<file path="config.mk">
export PLATFORM = sky130hd
export DESIGN_NAME = ultrasonic_echo_ranger_top_flat
export DESIGN_NICKNAME = d
export VERILOG_FILES = /design/src/rtl/uer_pkg.sv /design/src/rtl/uer_req_if.sv /design/src/rtl/uer_rsp_if.sv /design/src/rtl/ultrasonic_echo_ranger_top.sv /design/src/flat_wrapper.sv
export SDC_FILE = /design/constraint.sdc
export NUM_CORES = 1
export LEC_CHECK = 0
export BUFFER_PORTS_ARGS = -buffer_cell sky130_fd_sc_hd__buf_2
export CORE_UTILIZATION = 45
export CTS_BUF_LIST = sky130_fd_sc_hd__clkbuf_8
export CTS_CLUSTER_SIZE = 20
export DETAILED_ROUTE_END_ITERATION = 6
export PLACE_DENSITY_LB_ADDON = 0.2
export SYNTH_ARGS = -nofsm -noshare
export SYNTH_HDL_FRONTEND = slang
export SYNTH_SLANG_ARGS = --single-unit
export TNS_END_PERCENT = 100
</file>
<file path="constraint.sdc">
create_clock -name clock -period 7 [get_ports clock]
set_input_delay 0.35 -clock clock [delete_from_list [all_inputs] [get_ports clock]]
set_output_delay 0.35 -clock clock [all_outputs]
set_load 0.01 [all_outputs]
</file>
<file path="src/rtl/uer_pkg.sv">
// uer_pkg: types and constants shared by the ultrasonic echo ranger
// no dependencies; compile first

package uer_pkg;

   // measurement phases
   typedef enum logic [2:0] {
      PH_IDLE      = 3'd0,
      PH_TRIG_LOW  = 3'd1,
      PH_TRIG_HIGH = 3'd2,
      PH_WAIT_END  = 3'd3,
      PH_WAIT_RISE = 3'd4,
      PH_MEASURE   = 3'd5
   } phase_type;

   // control register indexes
   localparam logic [1:0] CSR_TIMEOUT   = 2'd0;
   localparam logic [1:0] CSR_TRIG_LOW  = 2'd1;
   localparam logic [1:0] CSR_TRIG_HIGH = 2'd2;

   localparam int unsigned CSR_DATA_BITS = 16;
   localparam int unsigned DIST_BITS     = 11;

   // register reset values
   localparam logic [15:0] TIMEOUT_RESET   = 16'd10000;
   localparam logic [7:0]  TRIG_LOW_RESET  = 8'd4;
   localparam logic [7:0]  TRIG_HIGH_RESET = 8'd10;

   // width / 58 = (width >> 1) / 29, done as multiply by ceil(2^24 / 29)
   localparam int unsigned  HALF_BITS   = 16;
   localparam logic [19:0]  DIV29_RECIP = 20'd578525;
   localparam int unsigned  DIV29_SHIFT = 24;
   // widths at or above 2048 * 58 clamp to the largest distance
   localparam int unsigned  CLAMP_BITS_MIN = 17;
   localparam logic [16:0]  CLAMP_WIDTH    = 17'd118784;
   localparam logic [10:0]  DIST_MAX       = 11'd2047;

   // one result beat
   typedef struct packed {
      logic                 trigger_level;
      logic                 busy_res;
      logic                 done_res;
      logic                 timed_out;
      logic [DIST_BITS-1:0] distance_cm;
   } result_type;

endpackage

</file>
<file path="src/rtl/uer_req_if.sv">
// uer_req_if: request channel of the echo ranger, one beat per tick
// depends on nothing

interface uer_req_if;
   logic valid;
   logic ready;
   logic echo_level;
   logic start_req;

   modport source (output valid, output echo_level, output start_req, input ready);
   modport sink   (input valid, input echo_level, input start_req, output ready);
endinterface

</file>
<file path="src/rtl/uer_rsp_if.sv">
// uer_rsp_if: result channel of the echo ranger, one beat per tick
// depends on uer_pkg for the distance width

interface uer_rsp_if;
   logic                          valid;
   logic                          ready;
   logic                          trigger_level;
   logic                          busy_res;
   logic                          done_res;
   logic                          timed_out;
   logic [uer_pkg::DIST_BITS-1:0] distance_cm;

   modport source (output valid, output trigger_level, output busy_res,
                   output done_res, output timed_out, output distance_cm,
                   input ready);
   modport sink   (input valid, input trigger_level, input busy_res,
                   input done_res, input timed_out, input distance_cm,
                   output ready);
endinterface

</file>
<file path="src/rtl/ultrasonic_echo_ranger_top.sv">
// Ultrasonic echo ranger: each request beat is one microsecond tick carrying the
// sampled echo level and a start request, and gives exactly one result beat with
// the trigger level, busy, done, timeout flag and last distance in cm (echo
// width / 58, zero after a timeout). The block takes one beat per clock: the
// phase state and counters update in one pass and the result is registered in an
// output register, and req_if.ready stays high unless that register holds a
// result the sink has not taken. The user must write the control registers through
// csr_* only while no tick is in flight; the block does not enforce this.
// depends on uer_pkg, uer_req_if, uer_rsp_if

module ultrasonic_echo_ranger_top #(
   parameter int unsigned COUNT_BITS = 16
) (
   input  logic                              clock,
   input  logic                              reset,
   uer_req_if.sink                           req_if,
   uer_rsp_if.source                         rsp_if,
   input  logic                              csr_we,
   input  logic [1:0]                        csr_index,
   input  logic [uer_pkg::CSR_DATA_BITS-1:0] csr_wdata
);

   localparam int unsigned CMP_BITS  = (COUNT_BITS > 16) ? COUNT_BITS : 16;
   localparam int unsigned WIDE_BITS =
      (COUNT_BITS > uer_pkg::CLAMP_BITS_MIN) ? COUNT_BITS : uer_pkg::CLAMP_BITS_MIN;
   localparam logic [COUNT_BITS-1:0] CNT_MAX = '1;
   localparam logic [COUNT_BITS-1:0] CNT_ONE = COUNT_BITS'(1);
   localparam int unsigned PROD_BITS = uer_pkg::HALF_BITS + 20;

   // control registers
   logic [15:0] timeout_ff;
   logic [7:0]  trig_low_ff;
   logic [7:0]  trig_high_ff;

   // state
   uer_pkg::phase_type       phase_ff, phase_in;
   logic [COUNT_BITS-1:0]    ticks_ff, ticks_in;
   logic [COUNT_BITS-1:0]    width_ff, width_in;
   logic [uer_pkg::DIST_BITS-1:0] dist_ff, dist_in;

   // result register
   logic                 rsp_valid_ff;
   uer_pkg::result_type  rsp_ff, rsp_in;

   logic req_accept;
   logic done_w, tmo_w;

   // helpers
   logic [COUNT_BITS-1:0] ticks_bump, width_bump;
   logic                  ticks_limit, width_limit;
   logic [COUNT_BITS-1:0] trig_low_ext, trig_high_ext;

   // distance path
   logic [WIDE_BITS-1:0]              width_wide;
   logic [uer_pkg::HALF_BITS-1:0]     width_half;
   logic [PROD_BITS-1:0]              div_prod;
   logic [uer_pkg::DIST_BITS-1:0]     dist_div;

   // handshake
   assign req_if.ready = !rsp_valid_ff || rsp_if.ready;
   assign req_accept   = req_if.valid && req_if.ready;

   // control register writes
   always_ff @(posedge clock) begin
      if (reset) begin
         timeout_ff   <= uer_pkg::TIMEOUT_RESET;
         trig_low_ff  <= uer_pkg::TRIG_LOW_RESET;
         trig_high_ff <= uer_pkg::TRIG_HIGH_RESET;
      end else if (csr_we) begin
         case (csr_index)
            uer_pkg::CSR_TIMEOUT:   timeout_ff   <= csr_wdata;
            uer_pkg::CSR_TRIG_LOW:  trig_low_ff  <= csr_wdata[7:0];
            uer_pkg::CSR_TRIG_HIGH: trig_high_ff <= csr_wdata[7:0];
            default: ;
         endcase
      end
   end

   // saturating increments and timeout checks
   assign ticks_bump  = (ticks_ff == CNT_MAX) ? CNT_MAX : ticks_ff + CNT_ONE;
   assign width_bump  = (width_ff == CNT_MAX) ? CNT_MAX : width_ff + CNT_ONE;
   assign ticks_limit = (CMP_BITS'(ticks_bump) >= CMP_BITS'(timeout_ff)) ||
                        (ticks_bump == CNT_MAX);
   assign width_limit = (CMP_BITS'(width_ff) >= CMP_BITS'(timeout_ff)) ||
                        (width_ff == CNT_MAX);
   assign trig_low_ext  = COUNT_BITS'(trig_low_ff);
   assign trig_high_ext = COUNT_BITS'(trig_high_ff);

   // width / 58 with clamp at the 11-bit maximum
   assign width_wide = WIDE_BITS'(width_ff);
   assign width_half = width_wide[uer_pkg::HALF_BITS:1];
   assign div_prod   = PROD_BITS'(width_half) * PROD_BITS'(uer_pkg::DIV29_RECIP);
   assign dist_div   = (width_wide >= WIDE_BITS'(uer_pkg::CLAMP_WIDTH)) ? uer_pkg::DIST_MAX :
                       div_prod[uer_pkg::DIV29_SHIFT +: uer_pkg::DIST_BITS];

   // next phase, counters and result
   always_comb begin
      phase_in = phase_ff;
      ticks_in = ticks_ff;
      width_in = width_ff;
      dist_in  = dist_ff;
      done_w   = 1'b0;
      tmo_w    = 1'b0;
      case (phase_ff)
         uer_pkg::PH_TRIG_LOW: begin
            if (ticks_ff >= trig_low_ext) begin
               phase_in = uer_pkg::PH_TRIG_HIGH;
               ticks_in = CNT_ONE;
            end else begin
               ticks_in = ticks_bump;
            end
         end
         uer_pkg::PH_TRIG_HIGH: begin
            if (ticks_ff >= trig_high_ext) begin
               phase_in = uer_pkg::PH_WAIT_END;
               ticks_in = '0;
            end else begin
               ticks_in = ticks_bump;
            end
         end
         uer_pkg::PH_WAIT_END: begin
            if (!req_if.echo_level) begin
               phase_in = uer_pkg::PH_WAIT_RISE;
               ticks_in = '0;
            end else begin
               ticks_in = ticks_bump;
               tmo_w    = ticks_limit;
            end
         end
         uer_pkg::PH_WAIT_RISE: begin
            if (req_if.echo_level) begin
               phase_in = uer_pkg::PH_MEASURE;
               ticks_in = CNT_ONE;
               width_in = CNT_ONE;
            end else begin
               ticks_in = ticks_bump;
               tmo_w    = ticks_limit;
            end
         end
         uer_pkg::PH_MEASURE: begin
            if (!req_if.echo_level) begin
               dist_in  = dist_div;
               done_w   = 1'b1;
               phase_in = uer_pkg::PH_IDLE;
               ticks_in = '0;
            end else if (width_limit) begin
               tmo_w = 1'b1;
            end else begin
               width_in = width_bump;
               ticks_in = width_bump;
            end
         end
         default: begin
            phase_in = uer_pkg::PH_IDLE;
            ticks_in = '0;
            if (req_if.start_req) begin
               width_in = '0;
               phase_in = (trig_low_ff == 8'd0) ? uer_pkg::PH_TRIG_HIGH
                                                : uer_pkg::PH_TRIG_LOW;
               ticks_in = CNT_ONE;
            end
         end
      endcase

      // any phase timeout ends the measurement with zero distance
      if (tmo_w) begin
         done_w   = 1'b1;
         dist_in  = '0;
         phase_in = uer_pkg::PH_IDLE;
         ticks_in = '0;
      end

      rsp_in.trigger_level = (phase_in == uer_pkg::PH_TRIG_HIGH);
      rsp_in.busy_res      = (phase_in != uer_pkg::PH_IDLE);
      rsp_in.done_res      = done_w;
      rsp_in.timed_out     = tmo_w;
      rsp_in.distance_cm   = dist_in;
   end

   // state update on each accepted tick
   always_ff @(posedge clock) begin
      if (reset) begin
         phase_ff <= uer_pkg::PH_IDLE;
         ticks_ff <= '0;
         width_ff <= '0;
         dist_ff  <= '0;
      end else if (req_accept) begin
         phase_ff <= phase_in;
         ticks_ff <= ticks_in;
         width_ff <= width_in;
         dist_ff  <= dist_in;
      end
   end

   // result register
   always_ff @(posedge clock) begin
      if (reset) begin
         rsp_valid_ff <= 1'b0;
      end else if (req_accept) begin
         rsp_valid_ff <= 1'b1;
      end else if (rsp_if.ready) begin
         rsp_valid_ff <= 1'b0;
      end
   end

   always_ff @(posedge clock) begin
      if (req_accept) begin
         rsp_ff <= rsp_in;
      end
   end

   assign rsp_if.valid         = rsp_valid_ff;
   assign rsp_if.trigger_level = rsp_ff.trigger_level;
   assign rsp_if.busy_res      = rsp_ff.busy_res;
   assign rsp_if.done_res      = rsp_ff.done_res;
   assign rsp_if.timed_out     = rsp_ff.timed_out;
   assign rsp_if.distance_cm   = rsp_ff.distance_cm;

   // checks
   a_state_holds: assert property (@(posedge clock) disable iff (reset)
      !req_accept |=> $stable(phase_ff) && $stable(width_ff) && $stable(dist_ff))
      else $error("state changed without a request beat");

   a_done_not_busy: assert property (@(posedge clock) disable iff (reset)
      rsp_valid_ff && rsp_ff.done_res |-> !rsp_ff.busy_res && phase_ff == uer_pkg::PH_IDLE)
      else $error("measurement ended but block still busy");

   a_timeout_zero: assert property (@(posedge clock) disable iff (reset)
      rsp_valid_ff && rsp_ff.timed_out |-> rsp_ff.distance_cm == '0 && dist_ff == '0)
      else $error("timeout beat with nonzero distance");

   a_trigger_phase: assert property (@(posedge clock) disable iff (reset)
      req_accept |=> rsp_ff.trigger_level == (phase_ff == uer_pkg::PH_TRIG_HIGH))
      else $error("trigger level does not match phase");

   a_width_bound: assert property (@(posedge clock) disable iff (reset)
      phase_ff == uer_pkg::PH_MEASURE |->
         width_ff != '0 && (CMP_BITS'(width_ff) <= CMP_BITS'(timeout_ff) || width_ff == CNT_ONE))
      else $error("echo width outside its limit");

endmodule

</file>
<file path="src/flat_wrapper.sv">
// flat-port wrapper written by rule: the top's interface ports become plain ports
module ultrasonic_echo_ranger_top_flat 
#(
   parameter int unsigned COUNT_BITS = 16
)
  (clock, reset, csr_we, csr_index, csr_wdata, req_if_valid, req_if_echo_level, req_if_start_req, req_if_ready, rsp_if_valid, rsp_if_trigger_level, rsp_if_busy_res, rsp_if_done_res, rsp_if_timed_out, rsp_if_distance_cm, rsp_if_ready);
  uer_req_if req_if_i ();
  uer_rsp_if rsp_if_i ();
  input  logic clock;
  input  logic reset;
  input  logic csr_we;
  input  logic [1:0] csr_index;
  input  logic [uer_pkg::CSR_DATA_BITS-1:0] csr_wdata;
  input wire logic [$bits(req_if_i.valid)-1:0] req_if_valid;
  input wire logic [$bits(req_if_i.echo_level)-1:0] req_if_echo_level;
  input wire logic [$bits(req_if_i.start_req)-1:0] req_if_start_req;
  output wire logic [$bits(req_if_i.ready)-1:0] req_if_ready;
  output wire logic [$bits(rsp_if_i.valid)-1:0] rsp_if_valid;
  output wire logic [$bits(rsp_if_i.trigger_level)-1:0] rsp_if_trigger_level;
  output wire logic [$bits(rsp_if_i.busy_res)-1:0] rsp_if_busy_res;
  output wire logic [$bits(rsp_if_i.done_res)-1:0] rsp_if_done_res;
  output wire logic [$bits(rsp_if_i.timed_out)-1:0] rsp_if_timed_out;
  output wire logic [$bits(rsp_if_i.distance_cm)-1:0] rsp_if_distance_cm;
  input wire logic [$bits(rsp_if_i.ready)-1:0] rsp_if_ready;
  assign req_if_i.valid = req_if_valid;
  assign req_if_i.echo_level = req_if_echo_level;
  assign req_if_i.start_req = req_if_start_req;
  assign req_if_ready = req_if_i.ready;
  assign rsp_if_valid = rsp_if_i.valid;
  assign rsp_if_trigger_level = rsp_if_i.trigger_level;
  assign rsp_if_busy_res = rsp_if_i.busy_res;
  assign rsp_if_done_res = rsp_if_i.done_res;
  assign rsp_if_timed_out = rsp_if_i.timed_out;
  assign rsp_if_distance_cm = rsp_if_i.distance_cm;
  assign rsp_if_i.ready = rsp_if_ready;
  ultrasonic_echo_ranger_top #(.COUNT_BITS(COUNT_BITS)) u_core (.clock(clock), .reset(reset), .req_if(req_if_i), .rsp_if(rsp_if_i), .csr_we(csr_we), .csr_index(csr_index), .csr_wdata(csr_wdata));
endmodule
</file>
* After elaboration in Yosys (flattened, before gate mapping)
Cells that the tools add are included.
** Word-level totals
- Bits in registers :: 94
- Input port bits :: 25
- Output and inout port bits :: 17
- Logic and storage cells :: 90
** Operators by class
- Magnitude comparators :: 5
- Reduce and logical (&&, ||, !) cells :: 16
- Multipliers :: 1
- Muxes and demuxes :: 37
- Bitwise operators :: 1
- Equal/unequal tests :: 15
- Add/sub/neg operators :: 2
** Operator list (count)
- 2-to-1 mux 16 bit :: 12
- one-hot mux 16 bit (5 select lines) :: 1
- equality test 16 bit, second input constant :: 3
- one-hot mux 16 bit (3 select lines) :: 1
- 2-to-1 mux 11 bit :: 4
- multiplier 15 x 20 -> 35 bit, second input constant :: 1
- adder 16 x 1 -> 16 bit, second input constant :: 2
- greater-or-equal comparator 16 bit :: 2
- greater-or-equal comparator 16 x 8 -> 1 bit :: 2
- 2-to-1 mux 3 bit :: 7
- greater-or-equal comparator 16 x 17 -> 1 bit, second input constant :: 1
- one-hot mux 3 bit (5 select lines) :: 1
- equality test 3 x 2 -> 1 bit, second input constant :: 3
- 2-to-1 mux 1 bit :: 9
- logical NOT 8 bit :: 1
- AND reduction 2 bit :: 4
- equality test 3 bit, second input constant :: 2
- inequality test 2 bit, second input constant :: 3
- AND reduction 6 bit :: 1
- nonzero test 3 bit :: 2
- inequality test 4 x 3 -> 1 bit, second input constant :: 1
- equality test 3 x 1 -> 1 bit, second input constant :: 1
- logical OR 1 bit :: 3
- one-hot mux 1 bit (3 select lines) :: 1
- other kinds (9) :: 9

* Longest topological paths before layout
Gate-level depths: netlist (run 1).
- Depth after elaboration :: 8
- Gate-level depth with buffers :: 22
- Depth with buffers taken out :: 22

* Worst setup path before layout (run 1)
Ideal clock, no wire load.
- Kind :: reg2reg
- Start point :: register u_core.width_ff[13]
- End point :: register u_core.rsp_ff (netlist bit u_core.rsp_if.distance_cm[10]), data pin
- Clock period less this slack :: 5.904 ns
- Slack :: 1.096 ns
- Arrival :: 5.647 ns
- Setup time :: 0.257 ns
- Cell stages (with the launch flop) :: 21
- Buffers on the path :: 0
- Data required time :: 6.743 ns
- Path through :: dfxtp_1 fa_1 inv_1 fa_1 inv_1 fa_1 fa_1 fa_1 inv_1 fa_1 inv_1 ha_1 nand4_1 nor2_1 o21ai_0 a31oi_1 o41ai_2 o31ai_1 or2_1 xor2_1 o2bb2ai_1
** On the way
- Longest elaborated chain between the ends :: 6
- Elaborated cells on any way between the ends :: 12
- Those cells by class :: 1 x mul; 2 x order compare; 1 x eq/ne; 7 x mux; 1 x reduce/logical
** Ends and longest elaborated chain
- start, declared :: RTL line ultrasonic_echo_ranger_top.sv:38 : logic [COUNT_BITS-1:0] width_ff, width_in;
- start signal, assigned :: RTL line ultrasonic_echo_ranger_top.sv:190 : width_ff <= width_in;
- parallel branches: the longest is 5 deep, another holds multiplier 15 x 20 -> 35 bit
- 2-to-1 mux 11 bit * :: RTL line ultrasonic_echo_ranger_top.sv:166 : if (tmo_w) begin
- via u_core.dist_in (one bit) :: RTL line ultrasonic_echo_ranger_top.sv:39 : logic [uer_pkg::DIST_BITS-1:0] dist_ff, dist_in;
- end signal, assigned :: RTL line ultrasonic_echo_ranger_top.sv:208 : rsp_ff <= rsp_in;
- end, declared :: RTL line ultrasonic_echo_ranger_top.sv:43 : uer_pkg::result_type rsp_ff, rsp_in;
Mark *: on every way through the listed nets, which the timed path passes.
A chain may end at the register's enable or synchronous reset.

* Worst setup path after layout (run 1)
- Start point :: register u_core.width_ff[14]
- End point :: register u_core.rsp_ff (netlist bit u_core.rsp_if.distance_cm[10]), data pin
The elaborated chain is that of the path after synthesis.

==> results of run 1 <==
worst max path at each step:
stage,endpoint,from,slack [ns],depth (start not counted)
finish,u_core.rsp_if.distance_cm[10]$_DFFE_PP_,u_core.width_ff[14]$_SDFFE_PP0P_,0.42,20
global route,u_core.rsp_if.distance_cm[9]$_DFFE_PP_,u_core.width_ff[14]$_SDFFE_PP0P_,0.05,20
CTS,u_core.rsp_if.distance_cm[10]$_DFFE_PP_,u_core.width_ff[14]$_SDFFE_PP0P_,0.42,20
detailed placement,u_core.rsp_if.distance_cm[10]$_DFFE_PP_,u_core.width_ff[14]$_SDFFE_PP0P_,0.47,20
global placement,u_core.rsp_if.distance_cm[10]$_DFFE_PP_,u_core.width_ff[14]$_SDFFE_PP0P_,0.54,20
floorplan,u_core.rsp_if.distance_cm[10]$_DFFE_PP_,u_core.width_ff[13]$_SDFFE_PP0P_,1.10,20
kinds of logic after synthesis:
logic type               share of synthesized area [%]
buffers and inverters                             9.54
multiplexers                                      1.85
AND/OR/NAND/NOR                                   13.3
XOR/XNOR                                          2.39
adder cells (fa/ha/maj)                           38.6
flip-flops                                        18.5
AO/OA/AOI/OAI                                     15.9
cells in the final DEF, fill, tap and decap left out, types with 5 or more instances in the layout:
cell	count
inv_1	228
ha_1	179
nand2_1	103
fa_1	100
dfxtp_1	79
o21ai_0	68
a21oi_1	67
nor2_1	66
buf_2	41
a211oi_1	21
xnor2_1	19
nor3_1	18
mux2i_1	17
a21o_1	15
edfxtp_1	15
nand4_1	14
nand3_1	14
a22o_1	14
and2_1	13
o211ai_1	12
nand2b_1	12
a31oi_1	12
xor2_1	11
buf_4	11
nor2b_1	9
clkbuf_8	9
o21a_1	8
o31ai_1	7
and3_1	6
nor4_1	6
or2_2	6
a32o_1	5
nand3b_1	5
critical path, delay by kind of cell (launching register included):
kind	cells	cell delay [ns]
fa+ha+maj	7	3.58
simple gates	3	0.45
compound gates	5	1.43
flops	1	0.46
xor+xnor	1	0.15
buf+inv	4	0.25
where the power goes:
part / switching (mW) / internal (mW)
Clock: 0.221 / 0.171
Sequential: 0.0103 / 0.562
Combinational: 0.0699 / 0.0389
Total: 0.301 / 0.772
sequential cells by signal, summed over array words and instances (netlist names):
register and flops:
u_core.rsp_if.distance_cm 11, u_core.rsp_if.busy_res 1, u_core.rsp_if.timed_out 1, u_core.rsp_if.valid 1, u_core.width_ff 16, u_core.ticks_ff 16
u_core.dist_ff 11, u_core.rsp_if.trigger_level 1, u_core.timeout_ff 16, u_core.trig_low_ff 8, u_core.rsp_if.done_res 1, u_core.phase_ff 3
u_core.trig_high_ff 8
routing by layer:
metal	GRT usage (%)	up-vias	wire (um)
met5	0	-	0
met4	6.04	0	533
met3	1.66	25	762
met2	36.3	144	12400
met1	33.4	4163	13200
li1	-	4297	-
layout make-up:
cell class,count,share of cell area (%)
Timing Repair Buffer,52,2.46
Clock inverter,7,0.684
Clock buffer,9,1.06
Multi-Input combinational cell,891,67.7
Tap cell,319,3.41
Sequential cell,94,17.3
Inverter,230,7.37
per-stage QoR:
stage	instances	setup slack, ns	instance area [sq um]
2_1_floorplan	1256	1.10	11000
3_3_place_gp	1586	0.536	11500
3_5_place_dp	1586	0.474	11500
4_1_cts	1602	0.423	11700
5_1_grt	1602	0.0526	11700
6_report	1602	0.422	11700
==> out/qor.csv, run 1 <==
stage,metric,value,unit
floorplanning,Std-Cell Rows,56,
floorplanning,io pins,42,
detailed_routing,initial detailed-routing violation count,490,
timing,final hold violation count,0,
synth,synthesized instance count,1256,
finish,Filler cells,2274,
cts,post-cts resize count,0,
synth,Syn Std Cell Area,0.0110,sq mm
grt,vias in the first global route,8428,
critical_path,Reg-to-Reg Start,u_core.width_ff[14]$_SDFFE_PP0P_,
job,max-cap violation count,0,
floorplanning,Die H,158,um
cts,"Setup Fix Bufs, Post-CTS",0,
cts,hold_buf cts,0,
power_and_ir_drop,leakage,6.03,nW
critical_path,"critical path fanouts, max",10,
grt,grt ovf,0,
timing,max frequency,152,MHz
worst_hold_path,Hold Crit Start,csr_wdata[14],
synth,yosys warns,0,
timing,final setup violating endpoints,0,
detailed_routing,drt wl/cell,16.8,um
critical_path,Worst Reg-to-Reg Cells,20,
timing,worst clock skew,0.0164,ns
detailed_routing,DRT Pass-1 Iters,4,
grt,initial antenna violation count,0,
cts,clk root buf,clkbuf_8,
timing,Max-slew headroom,27.3,%
critical_path,CP peak stage delay,0.66,ns
finish,# diodes,0,
cts,total CTS buffers,9,
finish,Area Growth Syn to Fin,6.50,%
floorplanning,Die ar.,0.0251,sq mm
timing,RSZ-0062 raised after global routing,no,
synth,"Seq/Total Area, Yosys",18.5,%
timing,Hold WS,0.195,ns
finish,FF/Latch Area,0.00203,sq mm
finish,final net count,1582,
synth,number of synthesized flops with an enable pin,15,
floorplanning,Die Span X,158,um
critical_path,critical path class,reg2reg,
detailed_routing,total wire length,26.9,mm
synth,area share of the largest cell type after synthesis,20.4,%
synth,"Distinct cells, synth",74,
cts,clock sinks,94,
grt,largest net degree at the start of global routing,53,
timing,Period minus WS final,6.58,ns
cts,clock slew at reported path FFs,0.10,ns
cts,clock buffer depth,2,
synth,Yosys reg bits,94,
finish,proportion of layout cells with a drive suffix above 1,7.40,%
critical_path,CP arrival,6.72,ns
synth,leading area contributor after synthesis,ha_1,
power_and_ir_drop,Worst VDD drop,0.0000880,V
finish,multi-input logic area,0.00793,sq mm
place,GPL Wtd Cong,0.884,
critical_path,cell mode on critical path,fa_1,
critical_path,startpoint class of the critical path,flip-flop,
cts,CTS tree,done,
synth,"Async S/R FF share, synth",0,%
critical_path,FF-to-FF setup slack,0.42,ns
synth,predominant post-synthesis flop cell,dfxtp_1,
detailed_routing,vias,8629,
grt,Total Routing Usage GR,22.9,%
timing,period utilization,94.0,%
synth,Syn Area/Cell,8.76,sq um
critical_path,crit end category,flip-flop,
worst_hold_path,worst hold path class,in2reg,
detailed_routing,drc violations,0,
status,status,completed,
synth,most numerous cell in the Yosys netlist,inv_1,
power_and_ir_drop,Tot Pwr,1.07,mW
floorplanning,Starting Density,46.3,%
finish,final core utilization,49.3,%
detailed_routing,remaining antenna violation count after routing,0,
place,PortBufs,41,
detailed_routing,Vias/cell,5.39,
critical_path,critical path cell sequence,fa_1 -> inv_1 -> fa_1 -> inv_1 -> fa_1 -> fa_1 -> fa_1 -> inv_1 -> fa_1 -> inv_1 -> ha_1 -> nand4_1 -> nor2_1 -> o21ai_0 -> a31oi_1 -> o41ai_2 -> o31ai_1 -> or2_1 -> xor2_1 -> o2bb2ai_1,
critical_path,Crit-path slowest cell,fa_1,
floorplanning,core area,0.0238,sq mm
critical_path,RR Endpoint,u_core.rsp_if.distance_cm[10]$_DFFE_PP_,
timing,Setup TNS,0,ns
grt,first-pass GRT wire length,44.3,mm
critical_path,Critical Path RT,7.14,ns
synth,largest cells by area after synthesis,"ha_1, fa_1, dfxtp_1",
power_and_ir_drop,PwrDens,91.6,mW/mm^2
worst_hold_path,Worst Hold End,u_core.timeout_ff[14]$_SDFFE_PP0P_,
cts,"Clk Latency, worst-skew pair",0.38,ns
synth,Synth top cells by count,"inv_1, ha_1, nand2_1",
worst_hold_path,WHS Path Cells,3,
timing,measured slew at the worst slew-check pin,1.09,ns
cts,H-tree depth,3,
timing,final max-slew violation count,0,
synth,Syn Nets,1560,
place,Detail Placement HPWL,22.3,mm
(Power assumes the default switching activity.)
==> run 2, diff against run 1 <==
clock period = 5.4 ns   (was 7 ns; I/O delays follow)
==> run 2 against run 1 <==
  * The flow now finishes with violations (negative setup slack)
  * Register-to-register slack worse by 0.83 ns
  * Sequential power up 29%
  * Combinational power increased by 31%
  * Fmax up 13%
  * Core utilization increased by 4.5 points
  * Global-route usage rose by 0.91 points
  * Largest cell class unchanged
  * Largest power group unchanged
==> out/qor.csv, run 2 (same netlist as run 1, synthesis figures left out) <==
stage,metric,value,unit
worst_hold_path,Hold Crit Start,csr_wdata[10],
place,dpl cells,1688,
detailed_routing,initial detailed-routing violation count,496,
critical_path,Worst Reg-to-Reg Cells,20,
grt,GRT Max-Usage Layer,met2,
timing,measured slew at the worst slew-check pin,1.03,ns
cts,"Clk Latency, worst-skew pair",0.39,ns
grt,Total Routing Usage GR,23.8,%
grt,grt ovf,0,
critical_path,Critical Path RT,5.55,ns
floorplanning,Std-Cell Rows,56,
cts,CTS tree,done,
worst_hold_path,Worst Hold End,u_core.timeout_ff[10]$_SDFFE_PP1P_,
detailed_routing,Vias/cell,5.28,
finish,proportion of layout cells with a drive suffix above 1,18.8,%
job,max-cap violation count,0,
detailed_routing,remaining antenna violation count after routing,0,
timing,Max-slew headroom,31.1,%
finish,most frequent cells in the layout,"inv_1, ha_1, buf_4",
timing,worst clock skew,0.0100,ns
finish,"most common cell after layout, fill and taps aside",inv_1,
timing,Hold WS,0.101,ns
timing,max frequency,172,MHz
grt,vias in the first global route,8744,
cts,clk root buf,clkbuf_8,
critical_path,cell mode on critical path,inv_2,
critical_path,Crit-path slowest cell,fa_2,
place,GPL Wtd Cong,0.902,
detailed_routing,drc violations,0,
cts,total CTS buffers,9,
place,PortBufs,41,
floorplanning,core area,0.0238,sq mm
critical_path,critical path cell sequence,fa_2 -> inv_2 -> fa_2 -> inv_2 -> fa_2 -> fa_1 -> fa_1 -> inv_2 -> fa_1 -> inv_2 -> ha_4 -> nand4_1 -> nor2_1 -> o21ai_2 -> a31oi_4 -> o41ai_4 -> o31ai_2 -> or2_1 -> xor2_1 -> o2bb2ai_1,
cts,clock buffer depth,2,
place,DP Worst Slack,-0.375,ns
timing,final setup violating endpoints,22,
timing,final hold violation count,0,
cts,clock sinks,94,
status,failing checks,negative setup slack,
critical_path,FF-to-FF setup slack,-0.40,ns
grt,GRT met2 Usage,38.5,%
power_and_ir_drop,leakage,6.59,nW
timing,Period minus WS final,5.80,ns
grt,largest net degree at the start of global routing,53,
timing,final max-slew violation count,0,
finish,final core utilization,53.8,%
grt,first-pass GRT wire length,46.1,mm
detailed_routing,DRT Pass-1 Iters,5,
critical_path,crit end category,flip-flop,
floorplanning,io pins,42,
timing,period utilization,107,%
power_and_ir_drop,Tot Pwr,1.35,mW
detailed_routing,vias,9032,
finish,final net count,1689,
finish,top flop regs,"u_core.ticks_ff: 16 flops, u_core.timeout_ff: 16 flops, u_core.width_ff: 16 flops",
timing,Final WS setup,-0.405,ns
place,Detail Placement HPWL,23.2,mm
critical_path,critical path class,reg2reg,
power_and_ir_drop,PwrDens,105,mW/mm^2
grt,initial antenna violation count,0,
worst_hold_path,worst hold path class,in2reg,
finish,"non-filler cells, final",1709,
floorplanning,Starting Density,46.3,%
finish,Area Growth Syn to Fin,16.2,%
cts,H-tree depth,3,
critical_path,RR Endpoint,u_core.rsp_if.distance_cm[10]$_DFFE_PP_,
detailed_routing,drt wl/cell,16.3,um
status,status,"finished, violations left",
critical_path,startpoint class of the critical path,flip-flop,
grt,GRT met3 Usage,2.07,%
critical_path,CP peak stage delay,0.62,ns
detailed_routing,total wire length,27.9,mm
power_and_ir_drop,Worst VDD drop,0.000100,V
floorplanning,Die H,158,um
cts,hold_buf cts,0,
critical_path,"critical path fanouts, max",4,
worst_hold_path,WHS Path Cells,3,
critical_path,CP arrival,5.95,ns
timing,RSZ-0062 raised after global routing,yes,
floorplanning,Die ar.,0.0251,sq mm
finish,# diodes,0,
cts,clock slew at reported path FFs,0.10,ns
critical_path,Reg-to-Reg Start,u_core.width_ff[15]$_SDFFE_PP0P_,
grt,grt met1 use,34.0,%
floorplanning,Die Span X,158,um
## run 2: cell count changes in the layout (fill, tap and decap cells not counted), moves of 7 or more
cell,previous run,this run
a21oi_1,67,58
a21oi_2,0,9
buf_4,11,117
dfxtp_1,79,65
dfxtp_2,0,10
inv_1,228,219
inv_2,0,9
o21ai_0,68,60
o21ai_1,3,10
## run 2: cell type report
cell class	count	area, sq um
clock buffer	9	124
clock inverter	7	55.1
fill	2205	11000
inverter	230	863
multi-input combinational	891	8190
sequential	94	2060
tap	319	399
timing repair buffer	159	1090
## run 2: where the power goes
part           internal [mW]  leakage [nW]  switching [mW]  total (mW)
sequential             0.726         0.798          0.0121       0.738
combinational         0.0517          5.70          0.0917       0.143
clock                  0.175        0.0944           0.291       0.466
## run 2: worst max-delay path by stage
stage	start	endpoint	slack, ns	cells after the start
final	u_core.width_ff[15]$_SDFFE_PP0P_	u_core.rsp_if.distance_cm[10]$_DFFE_PP_	-0.40	20
after global placement	u_core.width_ff[15]$_SDFFE_PP0P_	u_core.rsp_if.distance_cm[10]$_DFFE_PP_	-0.35	20
after CTS	u_core.width_ff[5]$_SDFFE_PP0P_	u_core.rsp_if.distance_cm[10]$_DFFE_PP_	-0.35	20
after detailed placement	u_core.width_ff[5]$_SDFFE_PP0P_	u_core.rsp_if.distance_cm[10]$_DFFE_PP_	-0.37	20
after floorplan	u_core.width_ff[5]$_SDFFE_PP0P_	u_core.rsp_if.distance_cm[10]$_DFFE_PP_	-0.09	20
after global routing	u_core.width_ff[15]$_SDFFE_PP0P_	u_core.rsp_if.distance_cm[10]$_DFFE_PP_	-0.59	20
## run 2: routing by layer
metal | part of all wire (%) | vias up
met5 | 0 | -
met4 | 1.9 | 0
met3 | 2.7 | 24
met2 | 47 | 134
met1 | 48 | 4383
li1 | - | 4491
## run 2: per-stage QoR
step / instance area [sq um] / TNS, ns
after floorplan: 11100 / -0.162
after global placement: 12400 / -4.94
after detailed placement: 12400 / -5.72
after CTS: 12700 / -4.53
after global routing: 12800 / -9.96
final: 12800 / -5.42
## run 2: repair_timing
item / CTS / global route
buffers inserted: 3 / 3
endpoints found under the setup margin: 22 / 22
gates cloned: 0 / 0
pin swaps: 26 / 11
resized for setup: 32 / 14
## run 2: worst max-delay path, delay by kind of cell, from the launching register on
| family | cells | cell delay [ns] |
|---|---|---|
| and+or+nand+nor | 3 | 0.47 |
| buffers and inverters | 4 | 0.19 |
| xor gates and xnor gates | 1 | 0.15 |
| AOI/OAI and AO/OA | 5 | 0.97 |
| DFF | 1 | 0.36 |
| adders and majority gates | 7 | 3.41 |
==> run 3, diff against run 2 <==
CTS_BUF_LIST = default   (was sky130_fd_sc_hd__clkbuf_8)
SLEW_MARGIN = 5   (was default)
==> run 3 against run 2 <==
  * Non-clock buffer count rose by 5
  * Sequential cell count stayed put
  * First-iteration DRC count up 20%
  * Design area rose by 1.3%
  * The run still ends with negative setup slack left
  * Largest cell class unchanged
  * Sequential share of layout area fell by 0.18 points
  * Highest routed layer unchanged
  * Fmax about the same
  * Critical path type unchanged
  * Worst setup slack worse by 0.0031 ns
  * Sequential power is essentially flat
  * Critical path depth grew 2
==> out/qor.csv, run 3 (same netlist as run 1, synthesis figures left out) <==
stage,metric,value,unit
critical_path,crit end category,flip-flop,
floorplanning,Starting Density,46.3,%
grt,largest net degree at the start of global routing,53,
detailed_routing,Vias/cell,5.28,
finish,Area Growth Syn to Fin,17.7,%
status,status,"finished, violations left",
floorplanning,io pins,42,
grt,initial antenna violation count,0,
finish,most frequent cells in the layout,"inv_1, ha_1, buf_4",
finish,final core utilization,54.5,%
critical_path,critical path class,reg2reg,
place,Detail Placement HPWL,23.2,mm
place,dpl cells,1688,
floorplanning,Die Span X,158,um
worst_hold_path,worst hold path class,in2reg,
cts,clock sinks,94,
timing,final hold violation count,0,
timing,Period minus WS final,5.81,ns
power_and_ir_drop,PwrDens,117,mW/mm^2
timing,measured slew at the worst slew-check pin,1.01,ns
critical_path,"CP delay by family, top",adder cells,
cts,H-tree depth,3,
place,DP Worst Slack,-0.375,ns
cts,clock slew at reported path FFs,0.07,ns
timing,Max-slew headroom,32.1,%
critical_path,Worst Reg-to-Reg Cells,22,
critical_path,startpoint class of the critical path,flip-flop,
critical_path,WP buf/inv,6,
detailed_routing,total wire length,28.1,mm
floorplanning,Die H,158,um
timing,Final WS setup,-0.408,ns
detailed_routing,initial detailed-routing violation count,593,
finish,# diodes,0,
finish,"non-filler cells, final",1714,
critical_path,CP peak stage delay,0.62,ns
cts,total CTS buffers,9,
detailed_routing,DRT Pass-1 Iters,5,
finish,"most common cell after layout, fill and taps aside",inv_1,
worst_hold_path,Hold Crit Start,csr_wdata[10],
timing,final max-slew violation count,0,
timing,period utilization,108,%
cts,"Clk Latency, worst-skew pair",0.36,ns
critical_path,Critical Path RT,5.61,ns
finish,top flop regs,"u_core.ticks_ff: 16 flops, u_core.timeout_ff: 16 flops, u_core.width_ff: 16 flops",
detailed_routing,remaining antenna violation count after routing,0,
cts,clk root buf,clkbuf_16,
timing,RSZ-0062 raised after global routing,yes,
place,Placed Area,0.0124,sq mm
grt,first-pass GRT wire length,46.4,mm
grt,Total Routing Usage GR,23.9,%
critical_path,Crit-path slowest cell,fa_2,
floorplanning,Die ar.,0.0251,sq mm
critical_path,FF-to-FF setup slack,-0.41,ns
grt,vias in the first global route,8832,
detailed_routing,drt wl/cell,16.4,um
power_and_ir_drop,Worst VDD drop,0.000118,V
cts,CTS tree,done,
floorplanning,Std-Cell Rows,56,
grt,grt ovf,0,
critical_path,CP arrival,6.02,ns
status,failing checks,negative setup slack,
cts,clock buffer depth,2,
critical_path,"critical path fanouts, max",4,
finish,Filler cells,2183,
detailed_routing,vias,9051,
finish,proportion of layout cells with a drive suffix above 1,19.1,%
worst_hold_path,Worst Hold End,u_core.timeout_ff[10]$_SDFFE_PP1P_,
worst_hold_path,WHS Path Cells,3,
job,max-cap violation count,0,
detailed_routing,drc violations,0,
critical_path,RR Endpoint,u_core.rsp_if.distance_cm[9]$_DFFE_PP_,
floorplanning,core area,0.0238,sq mm
critical_path,Reg-to-Reg Start,u_core.width_ff[15]$_SDFFE_PP0P_,
timing,Setup TNS,-5.11,ns
critical_path,critical path cell sequence,fa_2 -> inv_2 -> fa_2 -> inv_2 -> fa_2 -> fa_1 -> fa_1 -> inv_1 -> fa_1 -> inv_2 -> ha_4 -> nand4_1 -> buf_4 -> nor2_2 -> o21ai_2 -> a31oi_4 -> o41ai_4 -> buf_4 -> a21oi_4 -> a211oi_2 -> or3_1 -> a21oi_1,
place,PortBufs,41,
finish,final net count,1694,
timing,worst clock skew,0.00803,ns
finish,fin area,0.0129,sq mm
power_and_ir_drop,leakage,6.67,nW
timing,final setup violating endpoints,22,
place,GPL Wtd Cong,0.902,
timing,max frequency,172,MHz
[run 3: cell count changes in the layout (fill, tap and decap cells not counted), sizes merged]
cell / change
buf: +5
[run 3: worst register-to-register path, cell delays in order (launching register included)]
cell	delay, ns
dfxtp_4	0.35
fa_2	0.62
inv_2	0.05
fa_2	0.52
inv_2	0.04
fa_2	0.53
fa_1	0.45
fa_1	0.52
inv_1	0.06
fa_1	0.49
inv_2	0.05
ha_4	0.25
nand4_1	0.14
buf_4	0.19
nor2_2	0.11
o21ai_2	0.08
a31oi_4	0.24
o41ai_4	0.09
buf_4	0.17
a21oi_4	0.17
a211oi_2	0.10
or3_1	0.31
a21oi_1	0.15
[run 3: worst max-delay path by stage]
| stage | startpoint | end | slack (ns) | cells past startpoint |
|---|---|---|---|---|
| 3_3_place_gp | u_core.width_ff[15]$_SDFFE_PP0P_ | u_core.rsp_if.distance_cm[10]$_DFFE_PP_ | -0.35 | 20 |
| 2_1_floorplan | u_core.width_ff[5]$_SDFFE_PP0P_ | u_core.rsp_if.distance_cm[10]$_DFFE_PP_ | -0.09 | 20 |
| 6_report | u_core.width_ff[15]$_SDFFE_PP0P_ | u_core.rsp_if.distance_cm[9]$_DFFE_PP_ | -0.41 | 22 |
| 4_1_cts | u_core.width_ff[15]$_SDFFE_PP0P_ | u_core.rsp_if.distance_cm[9]$_DFFE_PP_ | -0.37 | 22 |
| 5_1_grt | u_core.width_ff[15]$_SDFFE_PP0P_ | u_core.rsp_if.distance_cm[10]$_DFFE_PP_ | -0.55 | 22 |
| 3_5_place_dp | u_core.width_ff[5]$_SDFFE_PP0P_ | u_core.rsp_if.distance_cm[10]$_DFFE_PP_ | -0.37 | 20 |
[run 3: area by class of cell]
cell class	count	area (sq um)	share of cell area, %
Clock inverter	7	55.1	0.425
Tap cell	319	399	3.08
Timing Repair Buffer	164	1140	8.83
Clock buffer	9	225	1.74
Multi-Input combinational cell	891	8200	63.3
Sequential cell	94	2060	15.9
Inverter	230	863	6.67
[run 3: repair_timing]
action	CTS	global route
pin swaps	40	12
endpoints found under the setup margin	22	22
hold buffers	0	0
resized for setup	42	11
hold endpoints to repair	0	0
buffers inserted	9	3
[run 3: per-stage QoR]
step | power, mW | hold WS (ns)
floorplan | 0.848 | 0.399
global placement | 0.895 | 0.443
detailed placement | 0.898 | 0.447
CTS | 1.53 | 0.136
global route | 1.57 | 0.158
finish | 1.51 | 0.138
[run 3: power by group]
group          leakage, nW  internal [mW]  switching (mW)
Sequential           0.798          0.726          0.0120
Combinational         5.73         0.0517          0.0915
Clock                0.141          0.320           0.308
Total                 6.67           1.10           0.412
[run 3: metal layers]
layer  track usage [%]  wire length (um)  vias up
li1                  -                 -     4512
met2              38.7             13200      137
met3              1.93               726       28
met4              6.36               569        0
met5                 0                 0        -
met1              34.1             13600     4374
